## config.mk

```make
export PLATFORM = sky130hd
export DESIGN_NAME = block_ring_cache_sd_writer
export DESIGN_NICKNAME = d
export VERILOG_FILES = /design/src/rtl/core/brcsw_pkg.sv /design/src/rtl/core/brcsw_ram.sv /design/src/rtl/core/block_ring_cache_sd_writer.sv
export SDC_FILE = /design/constraint.sdc
export NUM_CORES = 1
export LEC_CHECK = 0
export BUFFER_PORTS_ARGS = -buffer_cell sky130_fd_sc_hd__clkbuf_2
export CAP_MARGIN = 10
export CORE_MARGIN = 5
export CORE_UTILIZATION = 60
export CTS_CLUSTER_DIAMETER = 100
export CTS_CLUSTER_SIZE = 40
export DETAILED_ROUTE_END_ITERATION = 10
export PLACE_DENSITY = 0.78
export SLEW_MARGIN = 20
export SYNTH_ARGS = -nofsm -noshare
export SYNTH_HDL_FRONTEND = slang
export SYNTH_SLANG_ARGS = --single-unit
```

## constraint.sdc

```tcl
create_clock -name clk -period 5.5 [get_ports clk]
set_input_delay 0.275 -clock clk [delete_from_list [all_inputs] [get_ports clk]]
set_output_delay 0.275 -clock clk [all_outputs]
set_load 0.01 [all_outputs]
```

## src/rtl/core/brcsw_pkg.sv

```systemverilog
package brcsw_pkg;

	localparam int CACHE_BLOCKS_DEF   = 16;
	localparam int BLOCK_BYTES        = 512;
	localparam int MAX_RUN_BLOCKS_DEF = 8192;
	localparam int RUN_ALIGN_MASK_DEF = 8191;

	typedef enum logic [1:0] {
		ACT_START = 2'd0,
		ACT_BYTE  = 2'd1,
		ACT_DONE  = 2'd2,
		ACT_NONE  = 2'd3
	} action_t;

	typedef enum logic [1:0] {
		CMD_NONE  = 2'd0,
		CMD_START = 2'd1,
		CMD_BLOCK = 2'd2,
		CMD_STOP  = 2'd3
	} command_t;

endpackage

```

## src/rtl/core/brcsw_ram.sv

```systemverilog
module brcsw_ram #(
	parameter int WIDTH = 8,
	parameter int DEPTH = 8192
) (
	input  logic                     clk,
	input  logic                     we,
	input  logic [$clog2(DEPTH)-1:0] addr,
	input  logic [WIDTH-1:0]         wdata,
	output logic [WIDTH-1:0]         rdata
);

	logic [WIDTH-1:0] mem [DEPTH];

	// single port, registered read
	always_ff @(posedge clk) begin
		if (we)
			mem[addr] <= wdata;
		rdata <= mem[addr];
	end

endmodule

```

## src/rtl/core/block_ring_cache_sd_writer.sv

```systemverilog
// channel | direction | handshake          | payload
// input   | in        | start & !busy      | action, record_length, data_byte, last_byte, write_ok
// result  | out       | strobe (no stall)  | command, card_block, block_count, slot, accepted, error, last
// config  | in        | cfg_valid&cfg_ready| cfg_data (start_block)
// data bytes, stray bytes and ignored completions are accepted in ST_IDLE and handled in ST_EXEC;
// a completion stops the run from ST_EXEC or goes on to ST_ISSUE, which issues the next block or a stop.
// record start does one slot-free check per cycle in ST_FIT, then emits the result.
// a last byte walks the free flags one per cycle in ST_COUNT to count full slots, then ST_TRIG
// emits start when more than 3/4 are full, and the issue result follows on the next cycle.
// arst_n clears all control state; slot storage is not cleared. results cannot stall.
module block_ring_cache_sd_writer #(
	parameter int CACHE_BLOCKS   = brcsw_pkg::CACHE_BLOCKS_DEF,
	parameter int MAX_RUN_BLOCKS = brcsw_pkg::MAX_RUN_BLOCKS_DEF,
	parameter int RUN_ALIGN_MASK = brcsw_pkg::RUN_ALIGN_MASK_DEF
) (
	input  logic        clk,
	input  logic        arst_n,
	input  logic        start,
	output logic        busy,
	input  logic [1:0]  action,
	input  logic [15:0] record_length,
	input  logic [7:0]  data_byte,
	input  logic        last_byte,
	input  logic        write_ok,
	input  logic        cfg_valid,
	output logic        cfg_ready,
	input  logic [31:0] cfg_data,
	output logic        strobe,
	output logic [1:0]  command,
	output logic [31:0] card_block,
	output logic [13:0] block_count,
	output logic [3:0]  slot,
	output logic        accepted,
	output logic        error,
	output logic        last
);

	localparam int SW = $clog2(CACHE_BLOCKS);
	localparam int CW = $clog2(CACHE_BLOCKS + 1);
	localparam int AW = $clog2(CACHE_BLOCKS * brcsw_pkg::BLOCK_BYTES);
	localparam logic [SW-1:0] LAST_SLOT = SW'(CACHE_BLOCKS - 1);

	typedef enum logic [2:0] {
		ST_IDLE, ST_EXEC, ST_FIT, ST_COUNT, ST_TRIG, ST_ISSUE
	} state_t;

	typedef enum logic [1:0] {
		MODE_IDLE, MODE_WRITING, MODE_BUSY
	} mode_t;

	state_t            state_q;
	mode_t             mode_q;
	logic [CACHE_BLOCKS-1:0] free_q;
	logic [SW-1:0]     fill_slot_q, drain_slot_q, scan_q;
	logic [8:0]        fill_offset_q;
	logic [31:0]       start_block_q, next_blk_q, run_limit_q;
	logic [CW-1:0]     run_target_q, run_written_q, cnt_q;
	logic [16:0]       need_q;
	logic              open_q;
	logic [1:0]        act_q;
	logic [15:0]       len_q;
	logic [7:0]        byte_q;
	logic              lastb_q, ok_q;

	logic [31:0] limit_w, count_w;
	logic [16:0] room_w, over_w;
	logic        ram_we, fill_ok;
	logic [SW-1:0] scan_nx;
	logic [7:0]  ram_rdata;

	assign limit_w = (next_blk_q + 32'(MAX_RUN_BLOCKS)) & ~32'(RUN_ALIGN_MASK);
	assign count_w = limit_w - next_blk_q;
	assign room_w  = 17'(brcsw_pkg::BLOCK_BYTES) - 17'(fill_offset_q);
	assign over_w  = 17'(len_q) - room_w;
	assign scan_nx = (scan_q == LAST_SLOT) ? '0 : scan_q + 1'b1;
	assign fill_ok = free_q[fill_slot_q];
	assign ram_we  = (state_q == ST_EXEC) && (act_q == brcsw_pkg::ACT_BYTE) && open_q && fill_ok;
	assign busy      = (state_q != ST_IDLE);
	assign cfg_ready = (state_q == ST_IDLE);

	// slot byte storage
	brcsw_ram #(.WIDTH(8), .DEPTH(CACHE_BLOCKS * brcsw_pkg::BLOCK_BYTES)) u_ram (
		.clk   (clk),
		.we    (ram_we),
		.addr  (AW'({fill_slot_q, fill_offset_q})),
		.wdata (byte_q),
		.rdata (ram_rdata)
	);

	// sequencer
	always_ff @(posedge clk or negedge arst_n) begin
		if (!arst_n) begin
			state_q <= ST_IDLE; mode_q <= MODE_IDLE; free_q <= '1;
			fill_slot_q <= '0; drain_slot_q <= '0; fill_offset_q <= '0;
			start_block_q <= '0; next_blk_q <= '0; run_limit_q <= '0;
			run_target_q <= '0; run_written_q <= '0; open_q <= 1'b0;
			scan_q <= '0; cnt_q <= '0; need_q <= '0;
			strobe <= 1'b0; command <= '0; card_block <= '0; block_count <= '0;
			slot <= '0; accepted <= 1'b0; error <= 1'b0; last <= 1'b0;
			act_q <= '0; len_q <= '0; byte_q <= '0; lastb_q <= 1'b0; ok_q <= 1'b0;
		end else begin
			strobe <= 1'b0;
			case (state_q)
				ST_IDLE: begin
					if (cfg_valid) begin
						start_block_q <= cfg_data;
						if (mode_q == MODE_IDLE)
							next_blk_q <= cfg_data;
					end
					if (start) begin
						act_q <= action; len_q <= record_length; byte_q <= data_byte;
						lastb_q <= last_byte; ok_q <= write_ok;
						state_q <= ST_EXEC;
					end
				end
				ST_EXEC: begin
					state_q <= ST_IDLE;
					case (act_q)
						brcsw_pkg::ACT_START: begin
							scan_q <= fill_slot_q;
							if (len_q > 16'(room_w))
								need_q <= 17'd1 + 17'((over_w + 17'd511) >> 9);
							else
								need_q <= 17'd1;
							state_q <= ST_FIT;
						end
						brcsw_pkg::ACT_BYTE: begin
							if (open_q) begin
								if (fill_ok) begin
									if (fill_offset_q == 9'd511) begin
										fill_offset_q <= '0;
										free_q[fill_slot_q] <= 1'b0;
										fill_slot_q <= (fill_slot_q == LAST_SLOT) ? '0
										               : fill_slot_q + 1'b1;
									end else
										fill_offset_q <= fill_offset_q + 1'b1;
								end
								if (lastb_q) begin
									open_q <= 1'b0;
									scan_q <= '0; cnt_q <= '0;
									state_q <= ST_COUNT;
								end
							end
						end
						brcsw_pkg::ACT_DONE: begin
							if (mode_q == MODE_BUSY) begin
								command <= brcsw_pkg::CMD_NONE; card_block <= '0;
								block_count <= '0; slot <= '0; accepted <= 1'b0;
								error <= 1'b0; last <= 1'b1;
								if (!ok_q) begin
									mode_q <= MODE_IDLE; strobe <= 1'b1; error <= 1'b1;
								end else begin
									run_written_q <= run_written_q + 1'b1;
									if (run_written_q + 1'b1 == run_target_q
									    || next_blk_q == run_limit_q) begin
										mode_q <= MODE_IDLE; strobe <= 1'b1;
										command <= brcsw_pkg::CMD_STOP;
									end else begin
										mode_q <= MODE_WRITING;
										state_q <= ST_ISSUE;
									end
								end
							end
						end
						default: ;
					endcase
				end
				// one slot-free check per cycle
				ST_FIT: begin
					if (len_q == 16'd0 || need_q == 17'd0 || !free_q[scan_q]
					    || need_q > 17'(CACHE_BLOCKS)) begin
						strobe <= 1'b1; command <= brcsw_pkg::CMD_NONE;
						card_block <= '0; block_count <= '0; slot <= '0; error <= 1'b0;
						last <= 1'b1;
						if (len_q == 16'd0) begin
							accepted <= 1'b1; open_q <= 1'b0;
						end else begin
							accepted <= (need_q == 17'd0);
							open_q <= (need_q == 17'd0);
						end
						state_q <= ST_IDLE;
					end else begin
						need_q <= need_q - 1'b1;
						scan_q <= scan_nx;
					end
				end
				// count full slots one flag per cycle
				ST_COUNT: begin
					cnt_q <= cnt_q + CW'(!free_q[scan_q]);
					scan_q <= scan_nx;
					if (scan_q == LAST_SLOT)
						state_q <= ST_TRIG;
				end
				ST_TRIG: begin
					state_q <= ST_IDLE;
					if ((4 * int'(cnt_q) > 3 * CACHE_BLOCKS) && mode_q == MODE_IDLE
					    && count_w != 32'd0) begin
						run_limit_q <= limit_w; run_target_q <= cnt_q;
						run_written_q <= '0; mode_q <= MODE_WRITING;
						strobe <= 1'b1; command <= brcsw_pkg::CMD_START;
						card_block <= next_blk_q; block_count <= count_w[13:0];
						slot <= '0; accepted <= 1'b0; error <= 1'b0; last <= 1'b0;
						state_q <= ST_ISSUE;
					end
				end
				ST_ISSUE: begin
					state_q <= ST_IDLE;
					strobe <= 1'b1; block_count <= '0; accepted <= 1'b0;
					error <= 1'b0; last <= 1'b1;
					if (free_q[drain_slot_q]) begin
						mode_q <= MODE_IDLE; command <= brcsw_pkg::CMD_STOP;
						card_block <= '0; slot <= '0;
					end else begin
						command <= brcsw_pkg::CMD_BLOCK; card_block <= next_blk_q;
						slot <= 4'(drain_slot_q);
						free_q[drain_slot_q] <= 1'b1;
						drain_slot_q <= (drain_slot_q == LAST_SLOT) ? '0
						                : drain_slot_q + 1'b1;
						next_blk_q <= next_blk_q + 1'b1;
						mode_q <= MODE_BUSY;
					end
				end
				default: state_q <= ST_IDLE;
			endcase
		end
	end

	// a start command is always followed by an issue result
	assert property (@(posedge clk) disable iff (!arst_n)
		strobe && command == brcsw_pkg::CMD_START |=> strobe && last)
		else $error("start without follow-up");
	// a block command leaves the writer waiting for a completion
	assert property (@(posedge clk) disable iff (!arst_n)
		strobe && command == brcsw_pkg::CMD_BLOCK |-> mode_q == MODE_BUSY)
		else $error("block issued but writer not busy");
	// no input is taken while sequencing
	assert property (@(posedge clk) disable iff (!arst_n)
		state_q == ST_COUNT |-> busy && !cfg_ready)
		else $error("ready during count");

endmodule
```

## Word-level counts from Yosys, hierarchy flattened

Index checks and enable logic that the tools add are counted.

| storage, ports and cells | value |
|---|---|
| flip-flop bits (word level) | 202 |
| bits of input ports | 64 |
| word-level logic and storage cells | 237 |

| operators by class | value |
|---|---|
| add/sub/neg operators | 14 |
| order comparisons | 8 |
| eq/ne operators | 34 |
| mux-type cells | 112 |
| bitwise operators | 4 |
| reduce and logical (&&, ||, !) cells | 39 |

Operators by type and width:

| cell | number |
|---|---|
| two-way mux 32 bit | 8 |
| case mux 32 bit (4 select lines) | 1 |
| two-way mux 16 bit | 5 |
| case mux 32 bit (2 select lines) | 1 |
| two-way mux 14 bit | 4 |
| case mux 14 bit (4 select lines) | 1 |
| two-way mux 4 bit | 11 |
| two-way mux 5 bit | 7 |
| two-way mux 17 bit | 2 |
| case mux 17 bit (2 select lines) | 1 |
| adder 32 x 1 -> 32 bit, second input constant | 1 |
| adder 32 x 14 -> 32 bit, second input constant | 1 |
| == test 32 bit | 1 |
| case mux 16 bit (2 select lines) | 1 |
| nonzero test 32 bit | 1 |
| subtractor 32 bit | 1 |
| two-way mux 1 bit | 31 |
| two-way mux 2 bit | 11 |
| inequality test 2 bit, second input constant | 11 |
| two-way mux 3 bit | 7 |
| case mux 5 bit (2 select lines) | 2 |
| AND reduction 5 bit | 4 |
| two-way mux 9 bit | 2 |
| adder 17 x 9 -> 17 bit, second input constant | 1 |
| other kinds (53) | 95 |

## Logic depth before layout (Yosys ltp)

| depth | value |
|---|---|
| depth after elaboration | 11 |
| depth in mapped cells | 20 |
| gate-level depth less buffers | 20 |

## Worst setup path before layout

OpenSTA, ideal clock, no wires.

| path | value |
|---|---|
| kind | register to register |
| from | reg next_blk_q[13] |
| to | reg card_block[11] |
| arrival time | 4.242 ns |
| path slack | 1.137 ns |
| cell stages (with the launch flop) | 18 |
| buffers on the path | 3 |
| period minus slack after synthesis | 4.363 ns |
| cell sequence | dfrtp_1 -> ha_1 -> inv_1 -> nor4_1 -> ha_1 -> xnor2_1 -> or2_2 -> or3_1 -> o211ai_1 -> nand3_1 -> a31oi_1 -> nor4_1 -> and3_1 -> buf_4 -> or3_1 -> buf_4 -> buf_4 -> a32o_1 |

| between the ends | value |
|---|---|
| longest elaborated chain between the ends | 6 |

RTL lines:

| element | RTL line | text |
|---|---|---|
| start, declared | block_ring_cache_sd_writer.sv:56 | `logic [31:0] start_block_q, next_blk_q, run_limit_q;` |
| start signal, assigned | block_ring_cache_sd_writer.sv:108 | `next_blk_q <= cfg_data;` |
| start signal, assigned | block_ring_cache_sd_writer.sv:219 | `next_blk_q <= next_blk_q + 1'b1;` |
| adder 32 x 14 -> 32 bit | block_ring_cache_sd_writer.sv:71 | `assign limit_w = (next_blk_q + 32'(MAX_RUN_BLOCKS)) & ~32'(RUN_ALIGN_MASK);` |
| subtractor 32 bit * | block_ring_cache_sd_writer.sv:72 | `assign count_w = limit_w - next_blk_q;` |
| nonzero test 32 bit * | block_ring_cache_sd_writer.sv:197 | `&& count_w != 32'd0) begin` |
| logical AND 1 bit * | block_ring_cache_sd_writer.sv:197 |  |
| inequality test 2 bit (no line) * | - |  |
| AND reduction 5 bit (no line) * | - |  |
| end signal, assigned | block_ring_cache_sd_writer.sv:201 | `card_block <= next_blk_q; block_count <= count_w[13:0];` |
| end signal, assigned | block_ring_cache_sd_writer.sv:214 | `command <= brcsw_pkg::CMD_BLOCK; card_block <= next_blk_q;` |
| end, declared | block_ring_cache_sd_writer.sv:30 | `output logic [31:0] card_block,` |

Mark *: on every way between the ends. The rest lies on a longest branch, timed or not.
A chain may end at the register's enable or synchronous reset.

## Worst setup path after layout

| path | value |
|---|---|
| from | reg next_blk_q[17] |
| to | reg card_block[17] |

| between the ends | value |
|---|---|
| longest elaborated chain between the ends | 6 |
| elaborated cells between the ends (all ways) | 9 |
| classes of those cells | 2 x add/sub; 1 x eq/ne; 3 x mux; 3 x reduce/logical |

RTL lines:

| element | RTL line |
|---|---|
| adder 32 x 14 -> 32 bit | block_ring_cache_sd_writer.sv:71 |
| subtractor 32 bit | block_ring_cache_sd_writer.sv:72 |
| nonzero test 32 bit | block_ring_cache_sd_writer.sv:197 |
| logical AND 1 bit | block_ring_cache_sd_writer.sv:197 |
| inequality test 2 bit (no line) | - |
| AND reduction 5 bit (no line) | - |

Several ways; a longest one is shown, not always the timed one. The select of a mux whose other input is x is not followed.

==> flow_metrics.env <==
export IMPL_run_status="finished, final reports clean"
export IMPL_drtIter0Drc=1155
export IMPL_drc=0
export IMPL_vias_per_cell=6.47
export IMPL_die_area_sq_mm=0.0247
export IMPL_first_global_vias=11200
export IMPL_antenna_found_initial=0
export IMPL_synth_seq_area_share_pct=39.0
export IMPL_drt_wl_total_um=35200
export IMPL_ir_drop_mv=0.333
export IMPL_nNetsFinal=1633
export IMPL_wl_per_cell_um=19.8
export IMPL_hold_viol=0
export IMPL_worstPathRequired_ns=5.88
export IMPL_layout_setup_ws_ns=0.475
export IMPL_cts_tree="done"
export IMPL_synth_largest_area_cell="dfrtp_1"
export IMPL_cts_buffers_inserted=10
export IMPL_powerDensity_mw_per_mm2=555
export IMPL_tns_ns=0
export IMPL_area_growth_pct=9.56
export IMPL_synthesis_area_sq_mm=0.0130
export IMPL_fin_skew_ns=0.0337
export IMPL_root_buffer="clkbuf_16"
export IMPL_track_usage_pct=28.5
export IMPL_grt_max_degree=90
export IMPL_setup_viol=0
export IMPL_synth_area_leaders="dfrtp_1, ha_1, o21ai_0, a32o_1, a21oi_1"
export IMPL_cts_path_max_buffers=3
export IMPL_period_share_pct=91.4
export IMPL_syn_inst=1427
export IMPL_endpoint_kind="flip-flop"
export IMPL_yosys_warnings=0
export IMPL_final_cell_count_no_fill=1777
export IMPL_max_freq_ghz=0.199
export IMPL_rrSetupSlack_ns=0.47
export IMPL_synth_seq_cells=202
export IMPL_cts_setup_buffers=0
export IMPL_rsz0062_at_grt="no"
export IMPL_io_pins=122
export IMPL_critPathLaunchType="flip-flop"
export IMPL_finalMaxSlewViolations=0
export IMPL_start_util_pct=61.5
export IMPL_dr_total_vias=11500
export IMPL_grt_pass1_wl_um=57600
export IMPL_drive_above_1_share_pct=15.5
export IMPL_synth_fp_nets=1563
export IMPL_max_cap_violations=0
export IMPL_dieHeight_um=157
export IMPL_finalCriticalPeriod_ns=5.03
export IMPL_synth_top_cell_area_share_pct=35.8
export IMPL_syn_avg_cell_area_sq_um=9.11
export IMPL_core_area_sq_mm=0.0212
export IMPL_gp_congestion=0.922
export IMPL_clock_latency_ns=0.50
export IMPL_synth_edf_count=0
export IMPL_first_pass_iters=5
export IMPL_crit_type="reg2reg"
export IMPL_hold_buffers=10
export IMPL_cts_sinks=202
export IMPL_clk_pin_slew_worst_paths_ns=0.13
export IMPL_chipWidth_um=157
export IMPL_rows=53
export IMPL_cts_resized=0
export IMPL_tightest_slew_ns=0.974
export IMPL_ys_flop_type="dfrtp_1"
export IMPL_p_leak_nw=6.40
export IMPL_h_tree_depth=1
export IMPL_grt_ovfl_total=0
export IMPL_relSlewSlack_pct=34.9
export IMPL_arrival_ns=5.41
export IMPL_dp_cells=1748
export IMPL_power_mw=7.90
export IMPL_path_max_fanout=53
export IMPL_dp_slack_ns=0.630
export IMPL_hold_class="in2reg"
export IMPL_dp_hpwl_um=25700
export IMPL_ant_nets=0
export IMPL_yosysUniqueCellTypes=72
export IMPL_synth_async_sr_flop_share_pct=100
export IMPL_portBuffers=113
==> layer usage <==
layer | vias up | routed length, um | track usage [%] | part of all wire (%)
met5 | - | 0 | 0 | 0
met4 | 0 | 1160 | 9.50 | 3.3
met3 | 87 | 2190 | 3.33 | 6.2
met2 | 432 | 17200 | 47.6 | 49
met1 | 5636 | 14700 | 39.0 | 42
li1 | 5340 | - | - | -
==> per-stage QoR <==
stage	hold WS, ns	area [sq um]	utilization, %
4_1_cts	0.000572	14200	67.2
3_3_place_gp	0.382	13800	65.1
3_5_place_dp	0.385	13800	65.1
2_1_floorplan	-0.0206	13000	-
6_report	0.00724	14200	67.4
5_1_grt	-0.00241	14200	67.3
==> sequential cells by signal (all words and copies together), names as in the netlist, 5 cells and up <==
signal and count:
card_block 32, next_blk_q 32, run_limit_q 19, need_q 17
free_q 16, len_q 16, block_count 14, fill_offset_q 9
cnt_q 5, run_target_q 5, run_written_q 5
==> cells by family after synthesis <==
group / count (synthesis) / synth area share, %
flip-flops: 202 / 39.0
buffers and inverters: 167 / 5.14
AND/OR/NAND/NOR: 441 / 17.0
AO/OA/AOI/OAI: 406 / 20.3
XOR/XNOR: 94 / 6.33
multiplexers: 45 / 5.09
adder cells (fa/ha/maj): 72 / 7.16
==> where the power goes <==
group	leakage, nW	internal (mW)	switching (mW)
Sequential	2.60	1.90	0.630
Clock	0.165	0.393	0.538
Combinational	3.63	1.84	2.60
==> cell usage in the layout, fill, tap and decap left out, drive strengths merged, types with 14 or more instances in the layout <==
master,instances
dfrtp,186
o21ai,128
clkbuf,124
nand2,109
a21oi,99
nor2,95
inv,75
ha,68
xnor2,51
a32o,51
nand3,47
nor3,44
xor2,43
buf,28
o31ai,27
nor4,21
and3,19
mux2,19
nand2b,18
nand4,17
dfstp,16
mux4,15
or3,15
a31oi,14
==> worst max-delay path, cell delays in order (launching register included) <==
cell and delay [ns]:
dfrtp_1 0.64, nand4_1 0.38, or2_2 0.46, inv_1 0.08, ha_1 0.27, xnor2_1 0.23, or4_1 0.57, o22ai_1 0.26
o31a_1 0.23, nand2b_1 0.15, mux2i_1 0.20, nor4_1 0.07, and3_1 0.31, or3_2 0.54, buf_12 0.21, a32o_1 0.28
==> cells in the mapped netlist, drive strengths merged, types with 14 or more instances <==
master	n
dfrtp	186
o21ai	128
nand2	109
a21oi	99
nor2	95
clkbuf	75
inv	72
ha	68
a32o	51
xnor2	51
nand3	47
nor3	44
xor2	43
o31ai	27
nor4	21
buf	20
and3	19
mux2	19
nand2b	18
nand4	17
dfstp	16
mux4	15
or3	15
a31oi	14
==> worst paths after layout <==
kind,start,cells after the start,end
worst max register to register,next_blk_q[17],15,card_block[17]
worst min register to register,need_q[15],1,need_q[15]
worst max-delay path,next_blk_q[17],15,card_block[17]
worst min-delay path,action[1],2,act_q[1]
max in group asynchronous,arst_n,3,block_count[3]
min in group asynchronous,arst_n,2,run_limit_q[23]
==> area by class of cell <==
type	instances	area, sq um
inverters	72	270
flip-flops and latches	202	5070
clock buffers	11	275
fillers	1720	6910
repair buffers	153	917
multi-input cells	1058	7290
clock inverters	5	73.8
well taps	275	344
diodes	1	2.50
(Power assumes the default switching activity.)
